$ cat src/hw/rtl/base64_stream_codec_top_assert.svh
// ============================================================================
// Base64 stream codec assertion macros
// Shared immediate-implication and next-cycle checks, clocked on clk and
// disabled while rst_n is low.
// ============================================================================
`ifndef BASE64_STREAM_CODEC_TOP_ASSERT_SVH
`define BASE64_STREAM_CODEC_TOP_ASSERT_SVH

// Check that the consequent holds in the same cycle as the antecedent.
`define B64SC_ASSERT_NOW(label, ante, cons) \
    label: assert property (@(posedge clk) disable iff (!rst_n) (ante) |-> (cons)) \
        else $error("base64 codec check failed");

// Check that the consequent holds in the cycle after the antecedent.
`define B64SC_ASSERT_NEXT(label, ante, cons) \
    label: assert property (@(posedge clk) disable iff (!rst_n) (ante) |=> (cons)) \
        else $error("base64 codec check failed");

`endif

$ cat src/hw/rtl/b64sc_pkg.sv
// ============================================================================
// Base64 stream codec package
// Shared types, constants and alphabet functions.
// ============================================================================
package b64sc_pkg;

    localparam int QUEUE_DEPTH = 2;
    localparam int SLOTS       = 4;

    localparam logic [7:0] PAD_CHAR = 8'h3D;

    typedef enum logic [1:0] {
        SK_CHAR = 2'd0,   // alphabet character, val holds the sextet
        SK_PAD  = 2'd1,   // '=' padding
        SK_DATA = 2'd2,   // decoded byte
        SK_MARK = 2'd3    // bare end marker
    } slot_kind_t;

    typedef struct packed {
        slot_kind_t kind;
        logic [7:0] val;
    } slot_t;

    typedef struct packed {
        slot_t [SLOTS-1:0] slots;
        logic [1:0]        cnt_m1;   // number of results minus one
        logic              last;     // entry closes the string
        logic              inval;    // decoding stopped at a bad character
    } entry_t;

    // Map a sextet to its alphabet character.
    function automatic logic [7:0] char_of(input logic [5:0] v);
        logic [7:0] w;
        w = {2'b00, v};
        if (v < 6'd26)      char_of = 8'h41 + w;
        else if (v < 6'd52) char_of = 8'h61 + w - 8'd26;
        else if (v < 6'd62) char_of = 8'h30 + w - 8'd52;
        else if (v == 6'd62) char_of = 8'h2B;
        else                 char_of = 8'h2F;
    endfunction

    // Map a character to {miss, sextet}; miss set outside the alphabet.
    function automatic logic [6:0] sextet_of(input logic [7:0] c);
        if (c >= 8'h41 && c <= 8'h5A)      sextet_of = {1'b0, 6'(c - 8'h41)};
        else if (c >= 8'h61 && c <= 8'h7A) sextet_of = {1'b0, 6'(c - 8'h61 + 8'd26)};
        else if (c >= 8'h30 && c <= 8'h39) sextet_of = {1'b0, 6'(c - 8'h30 + 8'd52)};
        else if (c == 8'h2B)               sextet_of = {1'b0, 6'd62};
        else if (c == 8'h2F)               sextet_of = {1'b0, 6'd63};
        else                               sextet_of = {1'b1, 6'd0};
    endfunction

endpackage

$ cat src/hw/rtl/b64sc_front.sv
// ============================================================================
// Base64 stream codec front end
// Accepts input items, tracks the string state and builds queue entries.
// ============================================================================
module b64sc_front (
    input  logic              clk,
    input  logic              rst_n,
    input  logic              in_valid,
    output logic              in_ready,
    input  logic              func,
    input  logic [7:0]        in_byte,
    input  logic              in_last,
    input  logic              q_full,
    output logic              q_push,
    output b64sc_pkg::entry_t q_data
);
    import b64sc_pkg::*;

    logic [11:0] acc_reg,  acc_next;
    logic [3:0]  pend_reg, pend_next;
    logic [1:0]  mod_reg,  mod_next;
    logic        stop_reg, stop_next;
    logic        mode_reg, mode_next;
    logic        inside_reg, inside_next;

    logic        accept;
    logic        mode;
    logic [11:0] acc0, acc1;
    logic [3:0]  p0, p1, p2;
    logic [1:0]  m0, m1, pads;
    logic        stop0;
    logic [5:0]  c1, c2, tail;
    logic [1:0]  nchar;
    logic [2:0]  total;
    logic [5:0]  ch [3];
    logic [6:0]  sx;
    logic [3:0]  dshift;
    logic        emit;

    assign in_ready = !q_full;
    assign accept   = in_valid && in_ready;

    always_comb
    begin
        mode  = inside_reg ? mode_reg : func;
        acc0  = inside_reg ? acc_reg  : 12'd0;
        p0    = inside_reg ? pend_reg : 4'd0;
        m0    = inside_reg ? mod_reg  : 2'd0;
        stop0 = inside_reg ? stop_reg : 1'b0;

        acc_next    = acc0;
        pend_next   = p0;
        mod_next    = m0;
        stop_next   = stop0;
        mode_next   = mode;
        inside_next = !in_last;

        q_push = 1'b0;
        q_data = '0;
        for (int i = 0; i < SLOTS; i++)
        begin
            q_data.slots[i].kind = SK_PAD;
            q_data.slots[i].val  = 8'd0;
        end
        q_data.last = in_last;

        acc1   = 12'd0;
        p1     = 4'd0;
        p2     = 4'd0;
        m1     = 2'd0;
        pads   = 2'd0;
        c1     = 6'd0;
        c2     = 6'd0;
        tail   = 6'd0;
        nchar  = 2'd0;
        total  = 3'd0;
        sx     = 7'd0;
        dshift = 4'd0;
        emit   = 1'b0;
        for (int i = 0; i < 3; i++)
        begin
            ch[i] = 6'd0;
        end

        if (!mode)
        begin
            // Encode: shift in eight bits, drain sextets.
            acc1 = {acc0[3:0], in_byte};
            p1   = p0 + 4'd8;
            c1   = 6'(acc1 >> (p1 - 4'd6));
            c2   = acc1[5:0];
            p2   = (p1 == 4'd12) ? 4'd0 : p1 - 4'd6;
            case (p2)
                4'd2:    tail = {acc1[1:0], 4'b0000};
                4'd4:    tail = {acc1[3:0], 2'b00};
                default: tail = 6'd0;
            endcase
            nchar = 2'd1 + ((p1 == 4'd12) ? 2'd1 : 2'd0)
                  + ((in_last && p2 != 4'd0) ? 2'd1 : 2'd0);
            m1    = m0 + nchar;
            pads  = in_last ? 2'(-m1) : 2'd0;
            total = {1'b0, nchar} + {1'b0, pads};
            ch[0] = c1;
            ch[1] = (p1 == 4'd12) ? c2 : tail;
            ch[2] = tail;
            for (int i = 0; i < 3; i++)
            begin
                if (2'(i) < nchar)
                begin
                    q_data.slots[i].kind = SK_CHAR;
                    q_data.slots[i].val  = {2'b00, ch[i]};
                end
            end
            q_data.cnt_m1 = 2'(total - 3'd1);
            q_push        = accept;

            acc_next  = acc1;
            pend_next = in_last ? 4'd0 : p2;
            mod_next  = in_last ? 2'd0 : m1;
        end
        else
        begin
            // Decode: gather six bits per character, yield a byte at eight.
            sx = sextet_of(in_byte);
            if (!stop0)
            begin
                if (sx[6])
                begin
                    stop_next = 1'b1;
                end
                else
                begin
                    acc1   = {acc0[5:0], sx[5:0]};
                    p1     = p0 + 4'd6;
                    dshift = p1 - 4'd8;
                    emit   = (p1 >= 4'd8);
                    acc_next  = acc1;
                    pend_next = emit ? dshift : p1;
                end
            end
            q_data.cnt_m1 = 2'd0;
            if (emit)
            begin
                q_data.slots[0].kind = SK_DATA;
                q_data.slots[0].val  = 8'(acc1 >> dshift);
            end
            else
            begin
                q_data.slots[0].kind = SK_MARK;
                q_data.inval         = stop_next;
            end
            q_push = accept && (emit || in_last);
        end
    end

    always_ff @(posedge clk or negedge rst_n)
    begin
        if (!rst_n)
        begin
            acc_reg    <= '0;
            pend_reg   <= '0;
            mod_reg    <= '0;
            stop_reg   <= 1'b0;
            mode_reg   <= 1'b0;
            inside_reg <= 1'b0;
        end
        else if (accept)
        begin
            acc_reg    <= acc_next;
            pend_reg   <= pend_next;
            mod_reg    <= mod_next;
            stop_reg   <= stop_next;
            mode_reg   <= mode_next;
            inside_reg <= inside_next;
        end
    end

endmodule

$ cat src/hw/rtl/b64sc_queue.sv
// ============================================================================
// Base64 stream codec entry queue
// Small FIFO of result entries between the front and back ends.
// ============================================================================
`include "base64_stream_codec_top_assert.svh"

module b64sc_queue #(
    parameter int Depth = b64sc_pkg::QUEUE_DEPTH
) (
    input  logic              clk,
    input  logic              rst_n,
    input  logic              push,
    input  b64sc_pkg::entry_t push_data,
    output logic              full,
    output logic              head_valid,
    output b64sc_pkg::entry_t head_data,
    input  logic              pop
);
    import b64sc_pkg::*;

    localparam int PtrW = (Depth > 1) ? $clog2(Depth) : 1;
    localparam int CntW = $clog2(Depth + 1);

    entry_t          mem [Depth];
    logic [PtrW-1:0] wr_ptr_reg, wr_ptr_next;
    logic [PtrW-1:0] rd_ptr_reg, rd_ptr_next;
    logic [CntW-1:0] count_reg, count_next;

    assign full       = (count_reg == CntW'(Depth));
    assign head_valid = (count_reg != '0);
    assign head_data  = mem[rd_ptr_reg];

    always_comb
    begin
        wr_ptr_next = wr_ptr_reg;
        rd_ptr_next = rd_ptr_reg;
        count_next  = count_reg;
        if (push)
        begin
            wr_ptr_next = (wr_ptr_reg == PtrW'(Depth - 1)) ? '0 : wr_ptr_reg + 1'b1;
        end
        if (pop)
        begin
            rd_ptr_next = (rd_ptr_reg == PtrW'(Depth - 1)) ? '0 : rd_ptr_reg + 1'b1;
        end
        if (push && !pop)
        begin
            count_next = count_reg + 1'b1;
        end
        else if (pop && !push)
        begin
            count_next = count_reg - 1'b1;
        end
    end

    always_ff @(posedge clk)
    begin
        if (push)
        begin
            mem[wr_ptr_reg] <= push_data;
        end
    end

    always_ff @(posedge clk or negedge rst_n)
    begin
        if (!rst_n)
        begin
            wr_ptr_reg <= '0;
            rd_ptr_reg <= '0;
            count_reg  <= '0;
        end
        else
        begin
            wr_ptr_reg <= wr_ptr_next;
            rd_ptr_reg <= rd_ptr_next;
            count_reg  <= count_next;
        end
    end

    `B64SC_ASSERT_NOW(a_count_range, 1'b1, count_reg <= CntW'(Depth))
    `B64SC_ASSERT_NOW(a_no_overflow, full, !push)
    `B64SC_ASSERT_NOW(a_no_underflow, !head_valid, !pop)
    `B64SC_ASSERT_NEXT(a_count_grows, push && !pop, count_reg == $past(count_reg) + 1'b1)

endmodule

$ cat src/hw/rtl/b64sc_back.sv
// ============================================================================
// Base64 stream codec back end
// Walks the head entry one slot per cycle into the output register, while that register is empty or being taken.
// ============================================================================
`include "base64_stream_codec_top_assert.svh"

module b64sc_back (
    input  logic              clk,
    input  logic              rst_n,
    input  logic              head_valid,
    input  b64sc_pkg::entry_t head_data,
    output logic              pop,
    output logic              out_valid,
    input  logic              out_ready,
    output logic [7:0]        out_byte,
    output logic              has_byte,
    output logic              out_last,
    output logic              hit_invalid
);
    import b64sc_pkg::*;

    logic [1:0] idx_reg, idx_next;
    logic       valid_reg, valid_next;
    logic [7:0] byte_reg, byte_next;
    logic       has_reg, has_next;
    logic       last_reg, last_next;
    logic       inval_reg, inval_next;

    slot_t      cur;
    logic       final_slot;
    logic       load;

    assign cur        = head_data.slots[idx_reg];
    assign final_slot = (idx_reg == head_data.cnt_m1);
    assign load       = head_valid && (!valid_reg || out_ready);
    assign pop        = load && final_slot;

    always_comb
    begin
        idx_next   = idx_reg;
        valid_next = valid_reg && !out_ready;
        byte_next  = byte_reg;
        has_next   = has_reg;
        last_next  = last_reg;
        inval_next = inval_reg;
        if (load)
        begin
            valid_next = 1'b1;
            idx_next   = final_slot ? 2'd0 : idx_reg + 2'd1;
            has_next   = (cur.kind != SK_MARK);
            last_next  = head_data.last && final_slot;
            inval_next = head_data.inval && final_slot;
            case (cur.kind)
                SK_CHAR: byte_next = char_of(cur.val[5:0]);
                SK_PAD:  byte_next = PAD_CHAR;
                SK_DATA: byte_next = cur.val;
                default: byte_next = 8'd0;
            endcase
        end
    end

    always_ff @(posedge clk or negedge rst_n)
    begin
        if (!rst_n)
        begin
            idx_reg   <= 2'd0;
            valid_reg <= 1'b0;
        end
        else
        begin
            idx_reg   <= idx_next;
            valid_reg <= valid_next;
        end
    end

    always_ff @(posedge clk)
    begin
        byte_reg  <= byte_next;
        has_reg   <= has_next;
        last_reg  <= last_next;
        inval_reg <= inval_next;
    end

    assign out_valid   = valid_reg;
    assign out_byte    = byte_reg;
    assign has_byte    = has_reg;
    assign out_last    = last_reg;
    assign hit_invalid = inval_reg;

    `B64SC_ASSERT_NOW(a_marker_is_last, valid_reg && !has_reg, last_reg)
    `B64SC_ASSERT_NOW(a_invalid_on_marker, valid_reg && inval_reg, last_reg && !has_reg)
    `B64SC_ASSERT_NOW(a_idx_idle, !head_valid, idx_reg == 2'd0)

endmodule

$ cat src/hw/rtl/base64_stream_codec_top.sv
// ============================================================================
// Base64 stream codec, top level
// The first result of a request is written to the queue and then to the output
// register before it appears, when the queue and the output register are empty.
// One result per cycle while out_ready allows; an encode request yields 1 to 4
// results (about 4/3 per byte plus padding), a decode request 0 or 1. The
// two-entry queue takes no request while full, even in a cycle that pops it.
// Reset (rst_n, async, active low) clears the queue, output stage and string state.
// ============================================================================
module base64_stream_codec_top #(
    parameter int QueueDepth = b64sc_pkg::QUEUE_DEPTH
) (
    input  logic       clk,
    input  logic       rst_n,
    // input request channel
    input  logic       in_valid,
    output logic       in_ready,
    input  logic       func,
    input  logic [7:0] in_byte,
    input  logic       in_last,
    // result channel
    output logic       out_valid,
    input  logic       out_ready,
    output logic [7:0] out_byte,
    output logic       has_byte,
    output logic       out_last,
    output logic       hit_invalid
);
    import b64sc_pkg::*;

    // Front to queue: one entry per request that yields results.
    logic   q_push;
    logic   q_full;
    entry_t q_in;

    // Queue to back end: head entry, dropped after its final slot goes out.
    logic   q_valid;
    logic   q_pop;
    entry_t q_head;

    // Front end: latch the mode at string start, advance the bit
    // accumulator and classify the request into one queue entry.
    b64sc_front u_front (
        .clk      (clk),
        .rst_n    (rst_n),
        .in_valid (in_valid),
        .in_ready (in_ready),
        .func     (func),
        .in_byte  (in_byte),
        .in_last  (in_last),
        .q_full   (q_full),
        .q_push   (q_push),
        .q_data   (q_in)
    );

    // Queue: decouple front and back so either side may stall.
    b64sc_queue #(
        .Depth (QueueDepth)
    ) u_queue (
        .clk        (clk),
        .rst_n      (rst_n),
        .push       (q_push),
        .push_data  (q_in),
        .full       (q_full),
        .head_valid (q_valid),
        .head_data  (q_head),
        .pop        (q_pop)
    );

    // Back end: map sextets to characters, padding slots to '=' and pass decoded bytes, and hold each
    // result in the output register until taken.
    b64sc_back u_back (
        .clk         (clk),
        .rst_n       (rst_n),
        .head_valid  (q_valid),
        .head_data   (q_head),
        .pop         (q_pop),
        .out_valid   (out_valid),
        .out_ready   (out_ready),
        .out_byte    (out_byte),
        .has_byte    (has_byte),
        .out_last    (out_last),
        .hit_invalid (hit_invalid)
    );

endmodule
$ cat config.mk
export PLATFORM = sky130hd
export DESIGN_NAME = base64_stream_codec_top
export DESIGN_NICKNAME = d
export VERILOG_FILES = /design/src/hw/rtl/b64sc_pkg.sv /design/src/hw/rtl/b64sc_front.sv /design/src/hw/rtl/b64sc_queue.sv /design/src/hw/rtl/b64sc_back.sv /design/src/hw/rtl/base64_stream_codec_top.sv
export VERILOG_INCLUDE_DIRS = /design/src /design/src/hw/rtl
export SDC_FILE = /design/constraint.sdc
export NUM_CORES = 1
export LEC_CHECK = 0
export BUFFER_PORTS_ARGS = -buffer_cell sky130_fd_sc_hd__buf_4
export CAP_MARGIN = 20
export CORE_ASPECT_RATIO = 1.75
export CORE_UTILIZATION = 30
export DETAILED_ROUTE_END_ITERATION = 12
export GPL_TIMING_DRIVEN = 0
export SLEW_MARGIN = 5
export SYNTH_ARGS = -nofsm -noshare
export SYNTH_HDL_FRONTEND = slang
export SYNTH_SLANG_ARGS = --single-unit
$ cat constraint.sdc
create_clock -name clk -period 8.1 [get_ports clk]
set_input_delay 0.405 -clock clk [delete_from_list [all_inputs] [get_ports clk]]
set_output_delay 0.405 -clock clk [all_outputs]
set_load 0.1 [all_outputs]
==> summary.txt, run 1 <==
Clocking
  – H-tree depth: 3
  – Num CTS Buffers: 9
  – TritonCTS clock tree: yes
  – Clock transition at path regs: about 70 ps
  – Clock net sink count: 85
  – Skew-Pair Late Insertion Delay: 340 ps
  – Worst-case clock buffer depth: 2
  – Clock Root Buffer: clkbuf_16

Setup path
  – Crit-path max FO: 11
  – CP endpoint: u_queue.mem[0][9]
  – Critical Path Start Type: flop
  – Reg-to-reg startpoint: u_front.inside_reg
  – FF-to-FF path depth: 13
  – Endpoint class of the critical path: flop
  – Critical path class: reg -> reg
  – Worst Path Required: 8150 ps
  – R2r endpoint: u_queue.mem[0][9]
  – WP data arrival: 5230 ps
  – Worst setup startpoint: u_front.inside_reg
  – R2R Setup Slk: 2920 ps

Floorplan
  – Die W: 106 um
  – Boundary pin count: 27
  – Initial core utilization: 30.8%
  – Std-Cell Rows: 66
  – Die height: 185 um
  – CORE AREA: 18600 um^2
  – Die area: 19600 um^2

Routing
  – 1st-pass router iterations: 5
  – Routed vias: 4720
  – Total Wirelength: 16100 um
  – Routed WL per cell: 19.0 um
  – DR iter-0 viols: 194
  – DRT antenna net count: 0
  – DRC Markers: 0
  – Vias per inst: between 5 and 6

Global routing
  – Initial antenna violation count: 0
  – First-pass GRT wire length: 26000 um
  – Pin count of the biggest net entering global routing: 27
  – Vias in the first global route: 4838
  – Overflow after GRT: 0
  – GRT Total Usage: about 17%

Synth
  – Ys Warns: 0
  – Main combinational cell family by area after synthesis: compound AO/OA/AOI/OAI gates
  – Sequential area share after synthesis: 42.7%
  – Largest cells by area after synthesis: edfxtp_1, dfrtp_1, ha_1, mux4_2, nand2_1
  – Post-Synth Simple-Gate Area: 17.4%
  – XOR/XNOR Fraction of Synth Area: 3.07%
  – Synth Area in Compound Gates: 18.2%
  – Synthesized instance count: around 570
  – Area leader, netlist: edfxtp_1
  – Share of the synthesized area in the top cell type: 33.1%
  – Post-synthesis async set-or-reset flop share: 25.9%
  – Synth Area in Adders: 5.69%
  – Synthesized area: 5710 um^2
  – Most frequent cell after synthesis: edfxtp_1
  – Synth cell count leaders: edfxtp_1, nand2_1, nor2_1
  – #FFs+latches synth: 85
  – Mapped Nets: 607
  – Synth unique cells: 72
  – Mux share of post-synthesis cell area: 8.82%
  – Mapped Avg Cell Area: 10.1 um^2
  – EDFF count, synth: 63
  – Predominant post-synthesis flop cell: edfxtp_1

Pwr
  – PwrDens: 413 nW/um^2
  – Clk pwr share: between 10% and 20%
  – Leakage: 0.00245 uW
  – Peak VDD IR: 0.261 mV
  – Internal power: 1410 uW
  – Sequential share of power: 27.6%
  – Switching share of power: 47.6%
  – P_sw: 1280 uW
  – Power Total: 2700 uW
  – Logic pwr share: 57.8%

Flow run
  – Max_cap viols: 0

Placement
  – PortBufs: 26
  – Hpwl dp: 12500 um
  – Global placement routability congestion: between 0.9 and 1
  – Setup WS pre-CTS: 3040 ps

Finish
  – P&R area growth vs syn: 14.3%
  – Fillers: ~1900
  – Final net count: 647
  – Largest register FFs: 52
  – Diode count: 0
  – Share of cells above drive strength 1: 12.3%

Timing
  – Final setup violation count: 0
  – Unrepaired setup endpoints after global routing: no
  – Final hold vios: 0
  – Slew @ Worst Pin: 882 ps
  – Final Skew: 7.22 ps
  – Final number of max-transition violations: 0
  – Tmin final: 5180 ps
  – Part of the cycle the worst path needs: a little under two thirds
  – Setup TNS: 0 ps
  – Achievable frequency: 0.193 GHz
  – Relative slew slack: 40.7%
  – Final Worst Setup Slack: roughly 2900 ps

Min path
  – Min-Delay Path Class: in -> reg

Status
  – Run status: complete, no violations
[placed cells by master, fill, tap and decap left out, drive strengths merged, types with 4 or more instances in the layout]
| cell | count |
|---|---|
| a211oi | 4 |
| a21o | 5 |
| a21oi | 26 |
| a22o | 10 |
| a22oi | 9 |
| a31oi | 9 |
| a32oi | 6 |
| and2 | 11 |
| and3 | 6 |
| buf | 33 |
| clkbuf | 38 |
| clkinv | 6 |
| dfrtp | 22 |
| edfxtp | 63 |
| ha | 26 |
| inv | 25 |
| mux2 | 10 |
| mux2i | 14 |
| mux4 | 11 |
| nand2 | 54 |
| nand2b | 9 |
| nand3 | 17 |
| nand4 | 4 |
| nor2 | 39 |
| nor2b | 7 |
| nor3 | 19 |
| nor3b | 5 |
| nor4 | 5 |
| o21ai | 34 |
| o2bb2ai | 5 |
| o31ai | 9 |
| or3 | 5 |
| xnor2 | 13 |
| xor2 | 7 |
[per-layer routing]
layer / wire length [um] / up-vias / track usage (%)
met2: 8730 / 175 / 32.3
li1: - / 2220 / -
met4: 1200 / 0 / 13.8
met3: 459 / 76 / 1.59
met1: 5740 / 2249 / 17.3
met5: 0 / - / 0
[through the flow]
step	util, %	instances	area (um^2)	hold slack, ps
after floorplan	-	567	5710	109
after global placement	33.4	831	6210	318
after detailed placement	33.5	832	6230	318
after CTS	35.1	849	6530	244
after global routing	35.2	850	6530	266
final	35.2	850	6530	251
[critical path, stage by stage, from the launching register on]
cell and delay [ps]:
dfrtp_1 410, clkbuf_1 430, nand2_1 230, clkbuf_1 360, ha_1 520, clkbuf_1 410
clkbuf_1 470, nor3_1 120, o21ai_0 170, nand2_1 100, ha_1 390, a21oi_1 480
nand3_1 220, o311ai_0 580
[cells by family after synthesis]
family / Yosys count
XOR/XNOR: 20
AND/OR/NAND/NOR: 195
multiplexers: 35
AO/OA/AOI/OAI: 148
adder cells (fa/ha/maj): 26
buffers and inverters: 58
flip-flops: 85
[layout make-up]
type / count / area, um^2 / area share, %
clock inverters: 6 / 46.3 / 0.709
repair buffers: 29 / 225 / 3.45
inverters: 25 / 93.8 / 1.44
plain buffers: 33 / 140 / 2.14
flip-flops and latches: 85 / 2440 / 37.4
well taps: 238 / 298 / 4.56
clock buffers: 10 / 239 / 3.66
multi-input cells: 424 / 3050 / 46.7
[repair_timing]
item	4_1_cts	5_1_grt
hold endpoints to repair	22	0
hold buffers	1	0
gates resized for setup	0	0
setup buffers	0	0
[power groups by stage]
| stage | sequential, uW | combinational [uW] | clock, uW |
|---|---|---|---|
| after floorplan | 944 | 967 | 0 |
| after global placement | 754 | 1540 | 0 |
| after detailed placement | 756 | 1550 | 0 |
| after global routing | 762 | 1700 | 419 |
| final | 745 | 1560 | 394 |
| after CTS | 747 | 1550 | 403 |
[worst min path at each step]
stage / cells past startpoint / startpoint / end
after floorplan: 0 / rst_n / u_back.idx_reg[0]
after global placement: 1 / rst_n / u_front.stop_reg
after detailed placement: 1 / rst_n / u_front.stop_reg
after CTS: 2 / out_ready / u_back.out_valid
after global routing: 1 / in_last / u_queue.mem[0][1]
final: 2 / out_ready / u_back.out_valid
(Power assumes the default switching activity.)
==> run 2: changes to the inputs <==
==> constraint.sdc (replaced) <==
create_clock -name clk -period 4.3 [get_ports clk]
set_input_delay 0.215 -clock clk [delete_from_list [all_inputs] [get_ports clk]]
set_output_delay 0.215 -clock clk [all_outputs]
set_load 0.1 [all_outputs]
==> summary.txt, run 2 (synthesized netlist as in run 1, its figures left out) <==
Routing
  – Met2 wire len: 8750 um (+0.13%)
  – Routed WL per cell: 19.0 um (about the same)
  – DRT antenna net count: 0 (unchanged)
  – Total Wirelength: 16100 um (-0.15%)
  – M1 wire length: 5700 um (-0.66%)
  – Vias per inst: 5.55 (about the same)
  – DRC Markers: 0 (unchanged)
  – Met3 routed wirelength: 526 um (+15%)
  – Routed vias: 4706 (-0.30%)
  – 1st-pass router iterations: 5 (unchanged)
  – DR iter-0 viols: 195 (+0.52%)
  – Highest routed layer: met4

Floorplan
  – CORE AREA: 18600 um^2 (unchanged)
  – Boundary pin count: 27 (unchanged)
  – Die area: 19600 um^2 (unchanged)
  – Initial core utilization: 30.8% (unchanged)
  – Die height: 185 um (unchanged)
  – Std-Cell Rows: 66 (unchanged)
  – Die W: 106 um (unchanged)

Pwr
  – Power Total: 5110 uW (+89%)
  – Leakage: 0.00247 uW (+0.78%)
  – Peak VDD IR: 0.491 mV (+88%)
  – PwrDens: 776 nW/um^2 (+88%)

Flow run
  – Max_cap viols: 0 (unchanged)

Timing
  – Final hold vios: 0 (unchanged)
  – Final setup violation count: 0 (unchanged)
  – Slew @ Worst Pin: 908 ps (+26.0 ps)
  – Part of the cycle the worst path needs: 94.0%
  – Tmin final: 4040 ps
  – Final Skew: 9.57 ps (+2.35 ps)
  – Relative slew slack: 39.4% (-1.3 points)
  – Setup TNS: 0 ps (unchanged)
  – Unrepaired setup endpoints after global routing: no
  – Achievable frequency: 0.247 GHz
  – Final number of max-transition violations: 0 (unchanged)

Min path
  – Min-Delay Path Class: in -> reg

Placement
  – Global placement routability congestion: 0.979 (unchanged)
  – Placed insts: 832 (unchanged)
  – Hpwl dp: 12500 um (unchanged)
  – PortBufs: 26 (unchanged)

Finish
  – Final net count: 645 (-0.31%)
  – P&R area growth vs syn: 15.1%
  – Diode count: 0 (unchanged)
  – Share of cells above drive strength 1: 13.8% (+1.5 points)
  – Most frequent cells in the layout: edfxtp_1, nand2_1, nor2_1
  – Most common cell after layout, fill and taps aside: edfxtp_1
  – Non-Filler Instances: 848 (-0.24%)
  – Largest register FFs: 52 (unchanged)

Clocking
  – Clock Root Buffer: clkbuf_16
  – Num CTS Buffers: 9 (unchanged)
  – Skew-Pair Late Insertion Delay: 340 ps (about the same)
  – Worst-case clock buffer depth: 2 (unchanged)
  – Clock net sink count: 85 (unchanged)
  – H-tree depth: 3 (unchanged)
  – Clock transition at path regs: 70 ps (about the same)
  – TritonCTS clock tree: yes
  – Post-CTS Setup Inserts: 0 (unchanged)

Status
  – Run status: complete, no violations

Global routing
  – First-pass GRT wire length: 26000 um (about the same)
  – GRT Total Usage: 17.3% (-0.030 points)
  – Vias in the first global route: 4839 (+0.021%)
  – Pin count of the biggest net entering global routing: 27 (unchanged)
  – Overflow after GRT: 0 (unchanged)
  – Initial antenna violation count: 0 (unchanged)

Setup path
  – Crit-path max FO: 10 (-1)
  – Worst Path Required: 4350 ps (-3800 ps)
  – Critical Path Start Type: input port
  – Endpoint class of the critical path: flop
  – Critical path class: in -> reg
  – WP data arrival: 4090 ps (-1140 ps)
[run 2: repair_timing]
action / 4_1_cts / 5_1_grt
hold buffers: 1 / 0
gates resized for setup: 6 / 10
endpoints found under the setup margin: 20 / 10
endpoints found under the hold margin: 22 / 0
[run 2: area by class of cell]
type                       count  area, um^2
fill                        1894       12000
multi-input combinational    424        3090
sequential                    85        2440
tap                          238         298
clock buffer                  10         239
timing repair buffer          29         225
buffer                        31         140
inverter                      25        93.8
clock inverter                 6        46.3
[run 2: path summary, 6_finish.rpt]
check	start	to	slack, ps	cells after the start
worst min register to register	u_queue.count_reg[1]	u_queue.count_reg[1]	500	1
max in group asynchronous	rst_n	u_front.acc_reg[1]	3760	2
min in group asynchronous	rst_n	u_queue.count_reg[0]	300	2
worst max register to register	u_back.idx_reg[0]	u_back.out_byte[4]	330	13
worst min-delay path	out_ready	u_back.out_valid	60	2
worst max-delay path	in_byte[2]	u_queue.mem[1][8]	260	16
[run 2: critical path: stages]
cell,delay (ps)
buf_4,120
clkbuf_1,420
inv_1,190
ha_1,320
a21o_1,180
a31oi_1,400
nand2_1,320
nand2_1,130
ha_1,140
clkbuf_1,350
nand2_1,370
nor2_1,200
a21oi_1,70
o31ai_2,370
a21o_1,170
o211ai_1,120
[run 2: through the flow]
stage / util (%) / area (um^2) / hold WS [ps] / setup WS [ps]
after detailed placement: 33.5 / 6230 / 128 / -758
after floorplan: - / 5710 / -80.6 / 454
after global placement: 33.4 / 6210 / 128 / -979
final: 35.4 / 6580 / 59.2 / 259
after CTS: 35.2 / 6540 / 54.5 / 61.9
after global routing: 35.4 / 6580 / 76.3 / 5.53
[run 2: power breakdown]
group          switching [uW]  internal (uW)  total [uW]  leakage (uW)
Clock                     328            412         740      0.000142
Sequential                134           1270        1400      0.000864
Combinational            1960           1000        2960       0.00146
Total                    2420           2690        5110       0.00247
[run 2: metal layers]
metal | up-vias | global-route usage [%]
met5 | - | 0
met4 | 0 | 13.4
met3 | 76 | 1.63
met2 | 179 | 32.3
met1 | 2230 | 17.4
li1 | 2221 | -
==> run 3: changes to the inputs <==
==> constraint.sdc (replaced) <==
create_clock -name clk -period 4 [get_ports clk]
set_input_delay 0.2 -clock clk [delete_from_list [all_inputs] [get_ports clk]]
set_output_delay 0.2 -clock clk [all_outputs]
set_load 0.1 [all_outputs]
==> summary.txt, run 3 (synthesized netlist as in run 1, its figures left out) <==
Status
  – Run status: complete, no violations

Pwr
  – Peak VDD IR: 0.551 mV (+12%)
  – Leakage: 0.00252 uW (+2.1%)
  – PwrDens: 839 nW/um^2 (+8.1%)

Clocking
  – Clock transition at path regs: 70 ps (about the same)
  – H-tree depth: 3 (unchanged)
  – Clock net sink count: 85 (unchanged)
  – TritonCTS clock tree: yes
  – Clock Root Buffer: clkbuf_16
  – Worst-case clock buffer depth: 2 (unchanged)
  – Num CTS Buffers: 9 (unchanged)
  – Skew-Pair Late Insertion Delay: 340 ps (about the same)

Finish
  – Largest register FFs: 52 (unchanged)
  – Share of cells above drive strength 1: 16.5% (+2.7 points)
  – Most common cell after layout, fill and taps aside: edfxtp_1
  – P&R area growth vs syn: 17.3%
  – Diode count: 0 (unchanged)
  – Final instance area: 6700 um^2 (+1.9%)
  – Most frequent cells in the layout: edfxtp_1, nand2_1, buf_4
  – Final net count: 655 (+1.6%)

Global routing
  – Pin count of the biggest net entering global routing: 27 (unchanged)
  – Overflow after GRT: 0 (unchanged)
  – First-pass GRT wire length: 26000 um (+0.16%)
  – Vias in the first global route: 4846 (+0.14%)
  – Initial antenna violation count: 0 (unchanged)
  – GRT Total Usage: 17.3% (about the same)

Routing
  – Vias per inst: 5.54 (-0.22%)
  – Met3 routed wirelength: 505 um (-4.0%)
  – Routed vias: 4751 (+0.96%)
  – Highest routed layer: met4
  – Met2 wire len: 8870 um (+1.5%)
  – Routed WL per cell: 19.0 um (+0.10%)
  – DRC Markers: 0 (unchanged)
  – 1st-pass router iterations: 5 (unchanged)
  – M1 wire length: 5830 um (+2.1%)
  – DRT antenna net count: 0 (unchanged)
  – DR iter-0 viols: 206 (+5.6%)
  – Total Wirelength: 16300 um (+1.3%)

Timing
  – Final setup violation count: 0 (unchanged)
  – Final hold vios: 0 (unchanged)
  – Tmin final: 3850 ps
  – Relative slew slack: 40.4% (+0.99 points)
  – WHS: 45.0 ps (-14.1 ps)
  – Final number of max-transition violations: 0 (unchanged)
  – Part of the cycle the worst path needs: 96.3%
  – Achievable frequency: 0.260 GHz
  – Final Skew: 8.38 ps (-1.19 ps)
  – Slew @ Worst Pin: 887 ps (-20.6 ps)

Setup path
  – Crit-path max FO: 10 (unchanged)
  – Worst Path Required: 4080 ps (-270 ps)
  – Endpoint class of the critical path: flop
  – Critical path class: in -> reg
  – Critical Path Start Type: input port
  – WP data arrival: 3930 ps (-160 ps)
  – R2R Setup Slk: 240 ps (-90 ps)

Floorplan
  – Std-Cell Rows: 66 (unchanged)
  – Initial core utilization: 30.8% (unchanged)
  – Die area: 19600 um^2 (unchanged)
  – Die height: 185 um (unchanged)
  – CORE AREA: 18600 um^2 (unchanged)
  – Boundary pin count: 27 (unchanged)
  – Die W: 106 um (unchanged)

Placement
  – Global placement routability congestion: 0.979 (unchanged)
  – PortBufs: 26 (unchanged)
  – Hpwl dp: 12500 um (unchanged)
  – Placed cell area: 6230 um^2 (unchanged)

Min path
  – Min-Delay Path Class: in -> reg

Flow run
  – Max_cap viols: 0 (unchanged)
## run 3: final timing paths
kind	depth (start not counted)	end	startpoint
setup / recovery	14	u_queue.mem[0][6]	in_byte[0]
hold / removal	2	u_back.out_valid	out_ready
setup reg to reg	13	u_back.out_byte[4]	u_queue.rd_ptr_reg
hold reg to reg	1	u_queue.count_reg[1]	u_queue.count_reg[1]
max in group asynchronous	2	u_front.inside_reg	rst_n
min in group asynchronous	2	u_queue.count_reg[0]	rst_n
## run 3: per-stage QoR
step                      setup slack [ps]  setup TNS [ps]  instances  utilization (%)  power (uW)
after floorplan                        154               0        567                -        3870
after global placement               -1260          -57170        831             33.4        4640
after detailed placement             -1060          -17840        832             33.5        4660
after CTS                             5.88               0        847             35.3        5500
after global routing                 -67.0            -134        858             36.1        5990
final                                  147               0        858             36.1        5620
## run 3: power breakdown
group / leakage, uW / internal (uW) / total [uW] / switching [uW]
Combinational: 0.00151 / 1170 / 3320 / 2150
Clock: 0.000142 / 443 / 795 / 352
Sequential: 0.000863 / 1370 / 1510 / 145
## run 3: critical path: stages
cell and delay (ps):
buf_4 90, clkbuf_1 410, inv_1 280, ha_1 350
nand2b_1 110, a211o_1 220, nand2_1 240, nand2_1 130
ha_1 150, clkbuf_1 360, nand2_1 370, or3_1 450
o311a_1 150, o21ai_0 410
## run 3: final cells by class
class	instances	area [um^2]
Buffer	29	144
Clock buffer	10	239
Clock inverter	6	46.3
Timing Repair Buffer	41	315
Sequential cell	85	2440
Tap cell	238	298
Inverter	25	101
Multi-Input combinational cell	424	3120
Fill cell	1880	11900
## run 3: per-layer routing
metal  track usage, %  up-vias
met4             13.2        0
li1                 -     2234
met3             1.63       73
met1             17.3     2265
met5                0        -
met2             32.5      179
## run 3: what timing repair did
item,4_1_cts,5_1_grt
hold endpoints to repair,22,0
pin swaps,0,3
resized for setup,10,18
setup buffers,0,12
setup endpoints to repair,36,40
hold buffers,1,0
